`config.mk`:
```
export PLATFORM = sky130hd
export DESIGN_NAME = arp_cache_table_top
export DESIGN_NICKNAME = d
export VERILOG_FILES = /design/src/design/arpct_pkg.sv /design/src/design/arpct_cell.sv /design/src/design/arp_cache_table_top.sv
export VERILOG_INCLUDE_DIRS = /design/src /design/src/design
export SDC_FILE = /design/constraint.sdc
export NUM_CORES = 2
export LEC_CHECK = 0
export BUFFER_PORTS_ARGS = -buffer_cell sky130_fd_sc_hd__buf_2
export CORE_AREA = 2 2 415 417
export CTS_BUF_LIST = sky130_fd_sc_hd__clkbuf_8
export DETAILED_ROUTE_END_ITERATION = 8
export DIE_AREA = 0 0 417 419
export HOLD_SLACK_MARGIN = 0.15
export PLACE_DENSITY_LB_ADDON = 0.2
export REMOVE_ABC_BUFFERS = 1
export SYNTH_ARGS = -nofsm -noshare
export SYNTH_HDL_FRONTEND = slang
export SYNTH_SLANG_ARGS = --single-unit
```
`constraint.sdc`:
```
create_clock -name clock -period 11.83 [get_ports clock]
set_input_delay 1.183 -clock clock [delete_from_list [all_inputs] [get_ports clock]]
set_output_delay 1.183 -clock clock [all_outputs]
set_load 0.05 [all_outputs]
```
`src/design/arp_cache_table_top_assert.svh`:
```
// Assertion macros used by the ARP cache table top RTL.
`ifndef ARP_CACHE_TABLE_TOP_ASSERT_SVH
`define ARP_CACHE_TABLE_TOP_ASSERT_SVH

// Clocked check, masked while reset is high.
`define ARPCT_ASSERT_CLK(label, prop, msg) \
   label: assert property (@(posedge clock) disable iff (reset) prop) else $error(msg);

// Clocked check that is also evaluated during reset.
`define ARPCT_ASSERT_ALWAYS(label, prop, msg) \
   label: assert property (@(posedge clock) prop) else $error(msg);

`endif

```
`src/design/arpct_pkg.sv`:
```
`timescale 1ns / 1ps
`default_nettype none

package arpct_pkg;

   localparam int IP_W  = 32;
   localparam int MAC_W = 48;

   localparam logic CMD_LOOKUP = 1'b0;
   localparam logic CMD_LEARN  = 1'b1;

   localparam logic [1:0] ST_LOOKUP   = 2'd0;
   localparam logic [1:0] ST_INSERTED = 2'd1;
   localparam logic [1:0] ST_PRESENT  = 2'd2;
   localparam logic [1:0] ST_FULL     = 2'd3;

   typedef struct packed {
      logic             cmd;
      logic [IP_W-1:0]  ip_addr;
      logic [MAC_W-1:0] hw_addr;
   } req_type;

   typedef struct packed {
      logic             hit;
      logic [MAC_W-1:0] mac_out;
      logic [1:0]       status;
   } rsp_type;

   // Search word passed from cell to cell.
   typedef struct packed {
      logic             active;
      logic             cmd;
      logic             found;
      logic             inserted;
      logic [IP_W-1:0]  ip_addr;
      logic [MAC_W-1:0] mac;
   } token_type;

endpackage

`default_nettype wire

```
`src/design/arpct_cell.sv`:
```
`timescale 1ns / 1ps
`default_nettype none

module arpct_cell (
   input  wire logic                 clock,
   input  wire logic                 reset,
   input  wire logic                 advance,
   input  wire arpct_pkg::token_type tok_in,
   output arpct_pkg::token_type      tok_out
);

   logic [arpct_pkg::IP_W-1:0]  entry_ip_ff;
   logic [arpct_pkg::MAC_W-1:0] entry_mac_ff;
   logic                        entry_valid_ff;
   arpct_pkg::token_type        tok_ff;
   arpct_pkg::token_type        tok_in_next;
   logic                        match;
   logic                        store;

   assign match = entry_valid_ff && (entry_ip_ff == tok_in.ip_addr);
   // Valid cells form a prefix, so the first empty cell seen is the next free slot.
   assign store = tok_in.active && (tok_in.cmd == arpct_pkg::CMD_LEARN) &&
                  !tok_in.found && !tok_in.inserted && !entry_valid_ff;

   always_comb begin
      tok_in_next = tok_in;
      if (tok_in.active && !tok_in.found && match) begin
         tok_in_next.found = 1'b1;
         tok_in_next.mac   = entry_mac_ff;
      end
      if (store) begin
         tok_in_next.inserted = 1'b1;
      end
   end

   always_ff @(posedge clock) begin
      if (reset) begin
         entry_valid_ff <= 1'b0;
         tok_ff         <= '0;
      end else if (advance) begin
         tok_ff <= tok_in_next;
         if (store) begin
            entry_valid_ff <= 1'b1;
         end
      end
   end

   always_ff @(posedge clock) begin
      if (advance && store) begin
         entry_ip_ff  <= tok_in.ip_addr;
         entry_mac_ff <= tok_in.mac;
      end
   end

   assign tok_out = tok_ff;

endmodule

`default_nettype wire

```
`src/design/arp_cache_table_top.sv`:
```
// ARP cache table: maps a 32-bit IPv4 address to a 48-bit MAC address.
// Input channel req_*: one word per item, cmd selects lookup or learn.
// Output channel rsp_*: exactly one word per item with hit, mac_out, status.
// The table is a chain of ENTRIES cells, each holding one entry. An accepted
// word travels down the chain one cell per cycle while the chain advances;
// each cell compares its entry and the first empty cell takes a learned pair.
// The last cell's word is registered into the output register. One item is
// in the chain at a time, so the block takes no new item until the last one
// has left the chain. Reset empties the table at once (one valid flag per
// cell) and clears both handshakes; no clearing pass is needed.
// When the receiver stalls, the result holds in the output register and the
// chain freezes in place; req_ready stays low while a word is in flight and
// while a finished result waits for rsp_ready.
`timescale 1ns / 1ps
`default_nettype none
`include "arp_cache_table_top_assert.svh"

module arp_cache_table_top #(
   parameter int ENTRIES = 16
) (
   input  wire logic               clock,
   input  wire logic               reset,
   input  wire logic               req_valid,
   output logic                    req_ready,
   input  wire arpct_pkg::req_type req_data,
   output logic                    rsp_valid,
   input  wire logic               rsp_ready,
   output arpct_pkg::rsp_type      rsp_data
);

   arpct_pkg::token_type tok [0:ENTRIES];
   logic [ENTRIES-1:0]   tok_active;
   logic                 advance;
   logic                 accept;
   logic                 last_active;
   logic                 busy_ff, busy_in;
   logic                 rsp_valid_ff, rsp_valid_in;
   arpct_pkg::rsp_type   rsp_data_ff, rsp_data_in;

   assign accept      = req_valid && req_ready;
   // Take a word only when the chain moves, so the first cell latches it.
   assign req_ready   = !busy_ff && advance;
   assign advance     = !rsp_valid_ff || rsp_ready;
   assign last_active = tok[ENTRIES].active;

   always_comb begin
      tok[0]          = '0;
      tok[0].active   = accept;
      tok[0].cmd      = req_data.cmd;
      tok[0].ip_addr  = req_data.ip_addr;
      tok[0].mac      = req_data.hw_addr;
   end

   for (genvar g = 0; g < ENTRIES; g++) begin : g_cell
      arpct_cell u_cell (
         .clock   (clock),
         .reset   (reset),
         .advance (advance),
         .tok_in  (tok[g]),
         .tok_out (tok[g+1])
      );
      assign tok_active[g] = tok[g+1].active;
   end

   always_comb begin
      rsp_data_in.hit     = tok[ENTRIES].found;
      rsp_data_in.mac_out = tok[ENTRIES].found ? tok[ENTRIES].mac : '0;
      if (tok[ENTRIES].cmd == arpct_pkg::CMD_LOOKUP) begin
         rsp_data_in.status = arpct_pkg::ST_LOOKUP;
      end else if (tok[ENTRIES].found) begin
         rsp_data_in.status = arpct_pkg::ST_PRESENT;
      end else if (tok[ENTRIES].inserted) begin
         rsp_data_in.status = arpct_pkg::ST_INSERTED;
      end else begin
         rsp_data_in.status = arpct_pkg::ST_FULL;
      end
   end

   always_comb begin
      busy_in = busy_ff;
      if (accept) begin
         busy_in = 1'b1;
      end else if (last_active && advance) begin
         busy_in = 1'b0;
      end
      rsp_valid_in = rsp_valid_ff;
      if (advance) begin
         rsp_valid_in = last_active;
      end
   end

   always_ff @(posedge clock) begin
      if (reset) begin
         busy_ff      <= 1'b0;
         rsp_valid_ff <= 1'b0;
      end else begin
         busy_ff      <= busy_in;
         rsp_valid_ff <= rsp_valid_in;
      end
   end

   always_ff @(posedge clock) begin
      if (advance && last_active) begin
         rsp_data_ff <= rsp_data_in;
      end
   end

   assign rsp_valid = rsp_valid_ff;
   assign rsp_data  = rsp_data_ff;

   `ARPCT_ASSERT_CLK(a_one_word_in_chain, $onehot0(tok_active), "more than one word in the chain")
   `ARPCT_ASSERT_CLK(a_busy_after_accept, accept |=> busy_ff, "accept did not mark busy")
   `ARPCT_ASSERT_CLK(a_idle_chain_empty, !busy_ff |-> (tok_active == '0),
                     "word in chain while idle")
   `ARPCT_ASSERT_CLK(a_present_hits,
                     rsp_valid && (rsp_data.status == arpct_pkg::ST_PRESENT) |-> rsp_data.hit,
                     "present status without hit")
   `ARPCT_ASSERT_ALWAYS(a_reset_clears, $past(reset) |-> !rsp_valid_ff && !busy_ff,
                        "reset left handshake state set")

endmodule

`default_nettype wire

```
==> summary.txt <==
Placed design
  • Gpl congestion: 0.818
  • Hpwl dp: 132000 um
  • Pre-CTS setup slack: 6.60 ns
  • PortBufs: 137
  • Placed Cells: 10.8k

Hold path
  • Hold Path Class: input pin to flop

Setup path
  • CP Launch Type: flop
  • Worst Path Arrival: 4.90 ns
  • Crit path required time: 12.48 ns
  • CP Max Fanout: 97
  • Crit. End Element: flop
  • Kind of critical path: flop to flop

Route
  • Post-route ant nets: 0
  • Final wirelength: 213000 um
  • Via count: 70.7k
  • Vias per cell: 6.11
  • Drt pass-1 iters: 6
  • # DRC: 0
  • Initial DRC count: 4924
  • Routed len/inst: 18.5 um

Logic synthesis
  • Number of synthesized register bits: 2661
  • Post-synth top cells: 1331 x edfxtp_1, 1330 x dfxtp_1, 1056 x nand2_1
  • Primary FF master, synth: edfxtp_1
  • Avg Cell Area, Syn: 11.4 sq um
  • Ranking of synthesized cells by area: edfxtp_1 38%, dfxtp_1 25%, a311oi_1 6.4%
  • Cell Area, Synth: 0.105 sq mm
  • Register area share after synthesis: 63.5%
  • Post-synth ARST share: 0%
  • Post-synth top area cell: edfxtp_1
  • Synthesized instance count: 9212
  • Count leader, synth: edfxtp_1
  • EDFF count, synth: 1331
  • Yosys warns: 0
  • Top-area cell type share of the netlist area: 38.1%
  • Post-synth cell types: 39

Clock tree
  • Clk_lat worst skew: 1.08 ns
  • Total setup buffers inserted after CTS: 0
  • Clock root buffer master: clkbuf_8
  • PostCTS Resize Cnt: 0
  • CTS tree: done
  • CTS Hold Bufs: 0
  • Sinks on Clock Net: 2661
  • H-tree levels: 5
  • Bufs on Longest Clock Path: 4
  • CTS buffer count: 422
  • CTS clock-pin slew for the worst setup and hold paths: 0.06 ns

Timing
  • Period Utilization, post-route: 35.9%
  • RSZ-0062 raised after global routing: false
  • Worst rel slew slack: 20.3%
  • Fmax: 236 MHz
  • Setup tns final: 0 ns
  • Post-layout minimum cycle time: 4.25 ns
  • Clock skew: 0.0850 ns
  • Endpoints failing hold: 0
  • Max Slew Vio Count: 0
  • Final setup viols: 0
  • Final hold slack: 0.315 ns
  • Slew @ Worst Pin: 1.18 ns
  • PnR worst setup slack: 7.58 ns

Die
  • Die X: 417 um
  • Vert. Die Dim: 419 um
  • Initial Utilization: 61.5%
  • Total core area: 0.171 sq mm
  • Row count: 152
  • I/O pins: 138
  • DIE AREA: 0.175 sq mm

Cells and area
  • Fraction of layout cells with a size suffix above 1: 10.1%
  • Fin nets: 9057
  • Area Growth Syn to Fin: 8.60%
  • Non-Filler Instances: 11.6k
  • Final core occ: 66.8%

Global route
  • Initial antenna violation count: 3
  • Grt total ovfl: 0
  • Total GRT Usage: 23.9%
  • Pin count of the biggest net entering global routing: 240
  • Vias in the first global route: 68.6k
  • Global-route wire length before repair: 354000 um

Run status
  • Status: complete, no violations

Pwr
  • Max IR drop VDD: 136 uV
  • Leakage: 39.6 nW
  • Pwr per Cell Area: 153 mW/mm^2

Job
  • Maxcap violations: 0
==> layout by cell type, fill, tap and decap left out, drive strengths merged <==
cell	count
nor2b	5
dfxtp	1330
nor4	103
o31ai	768
xor2	438
nand2b	2
edfxtp	1331
nand3b	13
a21boi	1
diode	5
a311oi	768
nand2	1056
nor4b	13
a21oi	518
nor3	14
and4	28
and3	2
a221oi	1
nand4	813
inv	172
clkinv	98
and4b	13
clkinvlp	3
nor2	828
nand3	20
a211oi	14
bufinv	5
and2	49
xnor2	74
or3	14
buf	293
clkbuf	513
a31oi	15
or4	4
==> worst paths after layout <==
| path | startpoint | endpoint | slack (ns) | cells after the start |
|---|---|---|---|---|
| worst min-delay path | req_data[47] | g_cell[0].u_cell.entry_mac_ff[47] | 0.31 | 1 |
| worst max register to register | rsp_valid | g_cell[0].u_cell.entry_mac_ff[19] | 7.58 | 6 |
| worst max-delay path | rsp_valid | g_cell[0].u_cell.entry_mac_ff[19] | 7.58 | 6 |
| worst min register to register | g_cell[14].u_cell.tok_out[6] | g_cell[15].u_cell.entry_mac_ff[6] | 0.39 | 0 |
==> final cells by class <==
| class | instances | area (sq um) |
|---|---|---|
| Antenna cell | 5 | 12.5 |
| Clock buffer | 513 | 7060 |
| Clock inverter | 258 | 1190 |
| Fill cell | 12700 | 56700 |
| Inverter | 20 | 75.1 |
| Multi-Input combinational cell | 5574 | 34200 |
| Sequential cell | 2661 | 66600 |
| Tap cell | 2233 | 2790 |
| Timing Repair Buffer | 293 | 1970 |
==> worst max-delay path, cell delays in order, from the launching register on <==
cell and delay (ns):
dfxtp_1 0.36, nand2b_4 0.65, buf_4 0.72, buf_4 0.80, nand4_1 0.30, inv_2 0.10
buf_4 0.71
==> logic make-up after synthesis <==
family | after synthesis | share of synthesized area, %
AND/OR/NAND/NOR | 2977 | 13.4
buffers and inverters | 977 | 4.08
flip-flops | 2661 | 63.5
AO/OA/AOI/OAI | 2085 | 14.7
XOR/XNOR | 512 | 4.28
==> routing by layer <==
metal	track usage (%)	share of wire, %	vias to the layer above
li1	-	-	34600
met3	3.62	4.2	439
met5	0	0	-
met2	42.5	51	1721
met1	29.3	42	33900
met4	9.16	3.0	0
==> per-stage QoR <==
step / cell area (sq um) / power, mW
after floorplan: 101000 / 10.0
after global placement: 106000 / 10.2
after detailed placement: 106000 / 10.2
after CTS: 114000 / 17.6
after global routing: 114000 / 18.0
final: 114000 / 17.4
==> state kept, by name (all words and copies together) (netlist names) <==
signal,cells
busy_ff,1
g_cell.u_cell.entry_ip_ff,512
g_cell.u_cell.entry_mac_ff,768
g_cell.u_cell.entry_valid_ff,16
g_cell.u_cell.tok_out,1312
rsp_data,51
rsp_valid,1
==> power by group <==
part	switching, mW	internal (mW)
clock network	3.45	4.02
logic	0.164	0.0719
registers	0.0505	9.68
(Power assumes the default switching activity.)
